--- src/rtl/rbvs_pkg.sv ---
package rbvs_pkg;

    // Word format of every velocity, force and position: signed Q16.16.
    localparam int WORD_W = 32;
    localparam int DT_W   = 16;

    // Iteration counts of the shared arithmetic units.
    localparam int DIV_STEPS  = 64;
    localparam int SQRT_STEPS = 32;

    localparam logic [WORD_W-1:0] SMAX = 32'h7fff_ffff;
    localparam logic [WORD_W-1:0] SMIN = 32'h8000_0000;

    // Configuration register indexes.
    localparam logic [2:0] CFG_MODE     = 3'd0;
    localparam logic [2:0] CFG_MASS     = 3'd1;
    localparam logic [2:0] CFG_INIT_SPD = 3'd2;
    localparam logic [2:0] CFG_MAX_SPD  = 3'd3;
    localparam logic [2:0] CFG_FRICTION = 3'd4;
    localparam logic [2:0] CFG_GRAVITY  = 3'd5;

    localparam logic MODE_TOP  = 1'b0;
    localparam logic MODE_BELT = 1'b1;

    typedef struct packed {
        logic signed [31:0] force_x;
        logic signed [31:0] force_y;
        logic               self_driven;
        logic               on_ground;
        logic [15:0]        delta_time;
        logic signed [31:0] pos_x;
        logic signed [31:0] pos_y;
    } t_in;

    typedef struct packed {
        logic signed [31:0] new_pos_x;
        logic signed [31:0] new_pos_y;
        logic signed [31:0] out_vel_x;
        logic signed [31:0] out_vel_y;
        logic               is_moving;
    } t_out;

    typedef struct packed {
        logic               mode;
        logic [30:0]        mass;
        logic [30:0]        initial_speed;
        logic [30:0]        max_speed;
        logic [30:0]        friction;
        logic signed [31:0] gravity;
    } t_cfg;

    // Datapath operations, one per controller step.
    typedef enum logic [5:0] {
        OP_NONE, OP_LOAD, OP_DIVX, OP_DIVY, OP_AX, OP_AY, OP_FM, OP_LSA, OP_LSB,
        OP_VX, OP_VY, OP_MOV0, OP_SQX, OP_SQY, OP_LEN, OP_KSET, OP_FSET, OP_CSET,
        OP_DIVSX, OP_DIVSY, OP_KX, OP_KY, OP_SX, OP_SY, OP_COM0,
        OP_H, OP_V, OP_MOV1, OP_KB, OP_FRB, OP_GRAV, OP_COM1,
        OP_PX, OP_PY, OP_OUT
    } t_op;

    typedef struct packed {
        t_op op;
    } t_cmd;

    typedef struct packed {
        logic div_done;
        logic sqrt_done;
        logic kick_ok;
        logic len_nz;
        logic over_max;
        logic mode;
    } t_stat;

    typedef enum logic [5:0] {
        S_IDLE, S_DIVX, S_DIVY, S_WDIV, S_FM, S_LSA, S_LSB,
        S_VX, S_VY, S_MOV0, S_SQX, S_SQY, S_WSQ, S_KCHK, S_KSET,
        S_SCX, S_SCY, S_LEN2, S_FCHK, S_FSET, S_LEN3, S_CCHK, S_CSET, S_COM0,
        S_H, S_V, S_MOV1, S_KB, S_FRB, S_GRAV, S_COM1,
        S_PX, S_PY, S_OUT
    } t_state;

endpackage

--- src/rtl/rbvs_ctrl.sv ---
module rbvs_ctrl (
    input  logic            i_clk,
    input  logic            i_rst_n,
    input  logic            i_in_valid,
    output logic            o_in_ready,
    output logic            o_out_valid,
    input  logic            i_out_ready,
    input  rbvs_pkg::t_stat i_stat,
    output rbvs_pkg::t_cmd  o_cmd
);

    rbvs_pkg::t_state r_state, n_state;
    rbvs_pkg::t_state r_ret, n_ret;
    rbvs_pkg::t_state r_sret, n_sret;
    rbvs_pkg::t_op    r_wop, n_wop;
    logic             r_kick, n_kick;
    logic             r_out_valid, n_out_valid;

    // State register, return points of the shared sequences and output valid.
    always_ff @(posedge i_clk) begin
        if (!i_rst_n) begin
            r_state     <= rbvs_pkg::S_IDLE;
            r_ret       <= rbvs_pkg::S_IDLE;
            r_sret      <= rbvs_pkg::S_IDLE;
            r_wop       <= rbvs_pkg::OP_NONE;
            r_kick      <= 1'b0;
            r_out_valid <= 1'b0;
        end else begin
            r_state     <= n_state;
            r_ret       <= n_ret;
            r_sret      <= n_sret;
            r_wop       <= n_wop;
            r_kick      <= n_kick;
            r_out_valid <= n_out_valid;
        end
    end

    // Next state and datapath command.
    always_comb begin
        n_state     = r_state;
        n_ret       = r_ret;
        n_sret      = r_sret;
        n_wop       = r_wop;
        n_kick      = r_kick;
        n_out_valid = r_out_valid && !i_out_ready;
        o_cmd.op    = rbvs_pkg::OP_NONE;
        o_in_ready  = 1'b0;
        case (r_state)
            rbvs_pkg::S_IDLE: begin
                o_in_ready = 1'b1;
                if (i_in_valid) begin
                    o_cmd.op = rbvs_pkg::OP_LOAD;
                    n_state  = rbvs_pkg::S_DIVX;
                end
            end
            rbvs_pkg::S_DIVX: begin
                o_cmd.op = rbvs_pkg::OP_DIVX;
                n_wop    = rbvs_pkg::OP_AX;
                n_ret    = rbvs_pkg::S_DIVY;
                n_state  = rbvs_pkg::S_WDIV;
            end
            rbvs_pkg::S_DIVY: begin
                o_cmd.op = rbvs_pkg::OP_DIVY;
                n_wop    = rbvs_pkg::OP_AY;
                n_ret    = rbvs_pkg::S_FM;
                n_state  = rbvs_pkg::S_WDIV;
            end
            rbvs_pkg::S_WDIV: begin
                if (i_stat.div_done) begin
                    o_cmd.op = r_wop;
                    n_state  = r_ret;
                end
            end
            rbvs_pkg::S_FM: begin
                o_cmd.op = rbvs_pkg::OP_FM;
                n_state  = rbvs_pkg::S_LSA;
            end
            rbvs_pkg::S_LSA: begin
                o_cmd.op = rbvs_pkg::OP_LSA;
                n_state  = rbvs_pkg::S_LSB;
            end
            rbvs_pkg::S_LSB: begin
                o_cmd.op = rbvs_pkg::OP_LSB;
                n_state  = (i_stat.mode == rbvs_pkg::MODE_BELT) ? rbvs_pkg::S_H
                                                                : rbvs_pkg::S_VX;
            end
            // Top-view vector sequence
            rbvs_pkg::S_VX: begin
                o_cmd.op = rbvs_pkg::OP_VX;
                n_state  = rbvs_pkg::S_VY;
            end
            rbvs_pkg::S_VY: begin
                o_cmd.op = rbvs_pkg::OP_VY;
                n_state  = rbvs_pkg::S_MOV0;
            end
            rbvs_pkg::S_MOV0: begin
                o_cmd.op = rbvs_pkg::OP_MOV0;
                n_ret    = rbvs_pkg::S_KCHK;
                n_state  = rbvs_pkg::S_SQX;
            end
            rbvs_pkg::S_SQX: begin
                o_cmd.op = rbvs_pkg::OP_SQX;
                n_state  = rbvs_pkg::S_SQY;
            end
            rbvs_pkg::S_SQY: begin
                o_cmd.op = rbvs_pkg::OP_SQY;
                n_state  = rbvs_pkg::S_WSQ;
            end
            rbvs_pkg::S_WSQ: begin
                if (i_stat.sqrt_done) begin
                    o_cmd.op = rbvs_pkg::OP_LEN;
                    n_state  = r_ret;
                end
            end
            rbvs_pkg::S_KCHK: begin
                n_state = i_stat.kick_ok ? rbvs_pkg::S_KSET : rbvs_pkg::S_LEN2;
            end
            rbvs_pkg::S_KSET: begin
                o_cmd.op = rbvs_pkg::OP_KSET;
                n_kick   = 1'b1;
                n_sret   = rbvs_pkg::S_LEN2;
                n_state  = rbvs_pkg::S_SCX;
            end
            rbvs_pkg::S_SCX: begin
                o_cmd.op = rbvs_pkg::OP_DIVSX;
                n_wop    = r_kick ? rbvs_pkg::OP_KX : rbvs_pkg::OP_SX;
                n_ret    = rbvs_pkg::S_SCY;
                n_state  = rbvs_pkg::S_WDIV;
            end
            rbvs_pkg::S_SCY: begin
                o_cmd.op = rbvs_pkg::OP_DIVSY;
                n_wop    = r_kick ? rbvs_pkg::OP_KY : rbvs_pkg::OP_SY;
                n_ret    = r_sret;
                n_state  = rbvs_pkg::S_WDIV;
            end
            rbvs_pkg::S_LEN2: begin
                n_ret   = rbvs_pkg::S_FCHK;
                n_state = rbvs_pkg::S_SQX;
            end
            rbvs_pkg::S_FCHK: begin
                n_state = i_stat.len_nz ? rbvs_pkg::S_FSET : rbvs_pkg::S_LEN3;
            end
            rbvs_pkg::S_FSET: begin
                o_cmd.op = rbvs_pkg::OP_FSET;
                n_kick   = 1'b0;
                n_sret   = rbvs_pkg::S_LEN3;
                n_state  = rbvs_pkg::S_SCX;
            end
            rbvs_pkg::S_LEN3: begin
                n_ret   = rbvs_pkg::S_CCHK;
                n_state = rbvs_pkg::S_SQX;
            end
            rbvs_pkg::S_CCHK: begin
                n_state = i_stat.over_max ? rbvs_pkg::S_CSET : rbvs_pkg::S_COM0;
            end
            rbvs_pkg::S_CSET: begin
                o_cmd.op = rbvs_pkg::OP_CSET;
                n_kick   = 1'b0;
                n_sret   = rbvs_pkg::S_COM0;
                n_state  = rbvs_pkg::S_SCX;
            end
            rbvs_pkg::S_COM0: begin
                o_cmd.op = rbvs_pkg::OP_COM0;
                n_state  = rbvs_pkg::S_PX;
            end
            // Belt-scroll sequence
            rbvs_pkg::S_H: begin
                o_cmd.op = rbvs_pkg::OP_H;
                n_state  = rbvs_pkg::S_V;
            end
            rbvs_pkg::S_V: begin
                o_cmd.op = rbvs_pkg::OP_V;
                n_state  = rbvs_pkg::S_MOV1;
            end
            rbvs_pkg::S_MOV1: begin
                o_cmd.op = rbvs_pkg::OP_MOV1;
                n_state  = rbvs_pkg::S_KB;
            end
            rbvs_pkg::S_KB: begin
                o_cmd.op = rbvs_pkg::OP_KB;
                n_state  = rbvs_pkg::S_FRB;
            end
            rbvs_pkg::S_FRB: begin
                o_cmd.op = rbvs_pkg::OP_FRB;
                n_state  = rbvs_pkg::S_GRAV;
            end
            rbvs_pkg::S_GRAV: begin
                o_cmd.op = rbvs_pkg::OP_GRAV;
                n_state  = rbvs_pkg::S_COM1;
            end
            rbvs_pkg::S_COM1: begin
                o_cmd.op = rbvs_pkg::OP_COM1;
                n_state  = rbvs_pkg::S_PX;
            end
            // Position update and hand-over to the output register
            rbvs_pkg::S_PX: begin
                o_cmd.op = rbvs_pkg::OP_PX;
                n_state  = rbvs_pkg::S_PY;
            end
            rbvs_pkg::S_PY: begin
                o_cmd.op = rbvs_pkg::OP_PY;
                n_state  = rbvs_pkg::S_OUT;
            end
            rbvs_pkg::S_OUT: begin
                if (!r_out_valid || i_out_ready) begin
                    o_cmd.op    = rbvs_pkg::OP_OUT;
                    n_out_valid = 1'b1;
                    n_state     = rbvs_pkg::S_IDLE;
                end
            end
            default: n_state = rbvs_pkg::S_IDLE;
        endcase
    end

    assign o_out_valid = r_out_valid;

endmodule

--- config.mk ---
export PLATFORM = sky130hd
export DESIGN_NAME = rbvs_ctrl
export DESIGN_NICKNAME = d
export VERILOG_FILES = /design/src/rtl/rbvs_pkg.sv /design/src/rtl/rbvs_ctrl.sv
export SDC_FILE = /design/constraint.sdc
export NUM_CORES = 1
export LEC_CHECK = 0
export BUFFER_PORTS_ARGS = -buffer_cell sky130_fd_sc_hd__buf_2
export CELL_PAD_IN_SITES_DETAIL_PLACEMENT = 0
export CELL_PAD_IN_SITES_GLOBAL_PLACEMENT = 1
export CORE_MARGIN = 5
export CORE_UTILIZATION = 43
export CTS_BUF_LIST = sky130_fd_sc_hd__clkbuf_8 sky130_fd_sc_hd__clkbuf_16
export DETAILED_ROUTE_END_ITERATION = 10
export PLACE_DENSITY_LB_ADDON = 0.1
export SYNTH_ARGS = -nofsm -noshare
export SYNTH_HDL_FRONTEND = slang
export SYNTH_SLANG_ARGS = --single-unit
--- constraint.sdc ---
create_clock -name i_clk -period 2.2 [get_ports i_clk]
set_input_delay 0.11 -clock i_clk [delete_from_list [all_inputs] [get_ports i_clk]]
set_output_delay 0.11 -clock i_clk [all_outputs]
set_load 0.005 [all_outputs]
# Yosys cells after proc, flatten, opt, wreduce, memory -nomap -nowiden
# Index checks and enable logic that the tools add are counted.
totals:
  reg_bits: 26
  inputBits: 10
  wordCells: 81
classes:
  n_eq_ne: 37
  mux: 23
  n_reduce_logical: 15
op_table:
  columns: ["operator", "n"]
  rows:
  - ["$pmux 6 s29", 1]
  - ["$pmux 6 s26", 1]
  - ["$eq 6x5->1 const B", 16]
  - ["$eq 6x4->1 const B", 8]
  - ["$pmux 6 s7", 1]
  - ["$mux 6", 6]
  - ["$eq 6x3->1 const B", 4]
  - ["$pmux 6 s4", 1]
  - ["$pmux 6 s3", 1]
  - ["$eq 6x2->1 const B", 2]
  - ["$eq 6x6->1 const B", 2]
  - ["$mux 5", 2]
  - ["$ne 2x2->1 const B", 4]
  - ["$reduce_bool 7->1", 1]
  - ["$eq 6x1->1 const B", 1]
  - ["$logic_not 6->1", 1]
  - ["$reduce_or 3->1", 2]
  - ["$mux 1", 5]
  - ["$mux 2", 2]
  - ["$mux 4", 1]
  - ["$reduce_and 4->1", 1]
  - ["$reduce_bool 4->1", 1]
  - ["$reduce_or 2->1", 2]
  - ["$reduce_or 4->1", 1]
  - ["7 further kinds", 8]

# Logic depth before layout (Yosys ltp)
depth:
  ltp_word: 4
  ltp_mapped: 9
  mapped_depth_nobuf: 5

# Least setup slack after synthesis
# No wires, ideal clock.
synth_path:
  path_type: "reg2reg"
  start: "register r_state[4]"
  end: "register r_state[0]"
  arrival_time_ns: 1.752
  slack_ns: 0.353
  path_stages_with_launch: 7
  path_buffers: 1
  period_less_slack_ns: 1.847
  path_cell_list: "dfxtp_1 > clkbuf_1 > or4_1 > nor2_1 > mux2i_1 > nand3_1 > a221oi_1"
synth_between:
  elab_chain_cells: 3
synth_rtl:
  columns: ["item", "line_no", "rtl"]
  rows:
  - ["from (decl)", "rbvs_ctrl.sv:12", "rbvs_pkg::t_state r_state, n_state;"]
  - ["from (signal assigned)", "rbvs_ctrl.sv:22", "r_state <= rbvs_pkg::S_IDLE;"]
  - ["from (signal assigned)", "rbvs_ctrl.sv:29", "r_state <= n_state;"]
  - ["$eq 6x5->1, or another cell as far along", "rbvs_ctrl.sv:48", "case (r_state)"]
  - ["$reduce_or 4->1 (no source line), or another cell as far along", null, null]
  - ["$pmux 6 s26 / $reduce_and 4->1 (equally long branches)", null, null]
# Several ways; a longest one is shown, not always the timed one.
# A chain may end at the register's enable or synchronous reset.

==> metrics.txt <==
commonest non-fill, non-tap cell in the layout buf_4; maximum vdd drop 0.360 mV; Starting Density roughly 44%; Seq cells post-synth 21; routed len/inst 19.1 µm; Setup Skew 0.00276 ns; RSZ-0062 raised after global routing no; most frequent cells in the layout buf_4, nor2_1, nand2_1; Main synth FF type dfxtp_1; Total Power approximately 0.0013 W; Mapped Cells 271; TNS Setup 0 ns; antenna-violating nets left 0; Hold Vio Cnt, Final 0; Worst-Skew Late Latency 0.27 ns; overall die height around 76 µm; grt ovf 0; CP endpoint kind output port; Mapped Nets ~280; Worst Slack Setup Final 0.164 ns; Yosys cell types around 60; Arrival @ worst endpoint 1.93 ns; Setup Buffers After CTS 0; Longest Clk Path Bufs 2; Max Clock Freq 491 MHz; # rows 24; nets 305; Seq/Total Area, Yosys 22.1%; area grow syn2layout 15.8%; Critical Path Start Type flop; Syn Area/Cell ~7 µm²; WS Path Type reg2out; hold_buf cts 0; Horiz. Die Dim 76.5 µm; worst hold path stage count 3; EDFF count, synth 0; clock root cell clkbuf_8; reg2reg path depth 5; DR vias 2157; pre-CTS setup slack 0.144 ns; # Max-Cap Violations 0; CTS tree done; Cell Area, Synth 1900 µm²; H-Tree Depth 1; status finished, final reports clean; Worst EP required 2.09 ns; clock sinks 21; initial antenna violation count 0; DRT Pass-1 Iters 5; global-route wire length before repair 10.6 mm; layout cells sized above 1 22.8%; Core Footprint 4320 µm²; reg2reg setup slack 0.18 ns; CTS Buf Count 3; largest net degree at the start of global routing 40; final setup fails 0; vias in the first global route between 1500 and 2000; Rel. slew slack 67.5%; hold slack final between 0.15 and 0.2 ns; Post-DP HPWL 4.98 mm; Worst-path clk slew 0.08 ns; leakage power 0.829 nW; CP max FO 13; gr usage total 22.4%; Async SR Flop Fraction 0%; Fillers 456; antenna cells 0; die area 5850 µm²; Ports 18; average via count per standard cell 6.23; Synth Warn # 0; minimum clock period between 2 and 2.5 ns; Power Dens Cells approximately 570 nW/µm²; crit share post-route 92.6%; WL final 6.61 mm; PortBufs 17; HP Class in2reg; actual slew at the worst max-slew pin approximately 0.48 ns; Slew Limit Fails 0; GP Congestion 0.915; drt initial violations 213; residual DRC count 0
==> state kept, by name, summed over array words and instances (netlist names) <==
signal and flops:
r_state 6, r_ret 5, r_sret 4, r_wop 4, o_out_valid 1, r_kick 1
==> Yosys cell counts (all sizes together), types with 2 or more instances <==
cell	number	area share, %
nor2	28	5.5
nand2	25	4.9
dfxtp	21	22
a21oi	20	5.5
buf	19	6.0
o21ai	19	5.0
nand3	15	3.9
clkbuf	9	1.8
nor3	9	2.6
nand2b	8	2.6
a31oi	7	2.3
inv	7	1.4
nor2b	6	2.0
o21a	6	2.4
nand4	5	1.6
o31ai	5	2.0
a2111oi	4	1.8
nor4	4	1.3
o41ai	4	2.2
a211oi	3	1.2
a221oi	3	1.7
nand3b	3	1.2
nor4bb	3	1.6
or2	3	0.99
or4	3	1.6
xor2	3	1.4
a32oi	2	0.92
mux2	2	1.2
nor4b	2	0.92
o221ai	2	0.92
o32a	2	1.1
==> cell type report <==
type                       instances  area [µm²]  area share (%)
multi-input combinational        215        1310            59.5
clock inverter                     1        5.00           0.227
clock buffer                       3        41.3            1.88
timing repair buffer              47         327            14.8
inverter                           7        26.3            1.19
sequential                        21         428            19.4
tap                               52        65.1            2.96
==> routing by layer <==
layer	vias to the layer above	GRT usage, %	wire (µm)
li1	1065	-	-
met1	1001	30.6	3020
met2	79	36.0	3040
met3	12	3.55	430
met4	0	6.47	114
met5	-	0	0
==> report_power, final <==
part           internal [W]  switching [W]
clock network      0.000127       0.000136
logic              0.000235       0.000302
registers          0.000409      0.0000448
total              0.000770       0.000483
==> cell families after synthesis <==
logic type | after synthesis | share of synthesized area (%)
flip-flops | 21 | 22.1
multiplexers | 3 | 1.71
buffers and inverters | 35 | 9.15
AO/OA/AOI/OAI | 89 | 32.4
AND/OR/NAND/NOR | 119 | 32.8
XOR/XNOR | 4 | 1.84
==> worst paths after layout <==
path / from / end
max: r_state[4] / o_cmd[1]
max reg2reg: r_state[4] / r_state[0]
min: i_rst_n / r_sret[2]
min reg2reg: r_wop[0] / r_wop[0]
==> worst max-delay path: stages (launching register included) <==
cell and delay, ns:
dfxtp_2 0.37, buf_4 0.19, nor2_1 0.27, nand4_1 0.24
nand2b_1 0.24, o31ai_1 0.10, a211o_1 0.14, buf_2 0.10
==> through the flow <==
step	utilization, %	instances	cell area (µm²)
CTS	50.6	346	2190
detailed placement	49.5	342	2140
global placement	49.5	342	2140
global route	50.9	346	2200
floorplan	-	271	1900
finish	50.9	346	2200
==> timing repair <==
action,4_1_cts,5_1_grt
setup endpoints to repair,1,2
cloned,0,0
gates resized for setup,2,6
pin swaps,0,0
No activity file was read; power rests on OpenSTA's default activity.
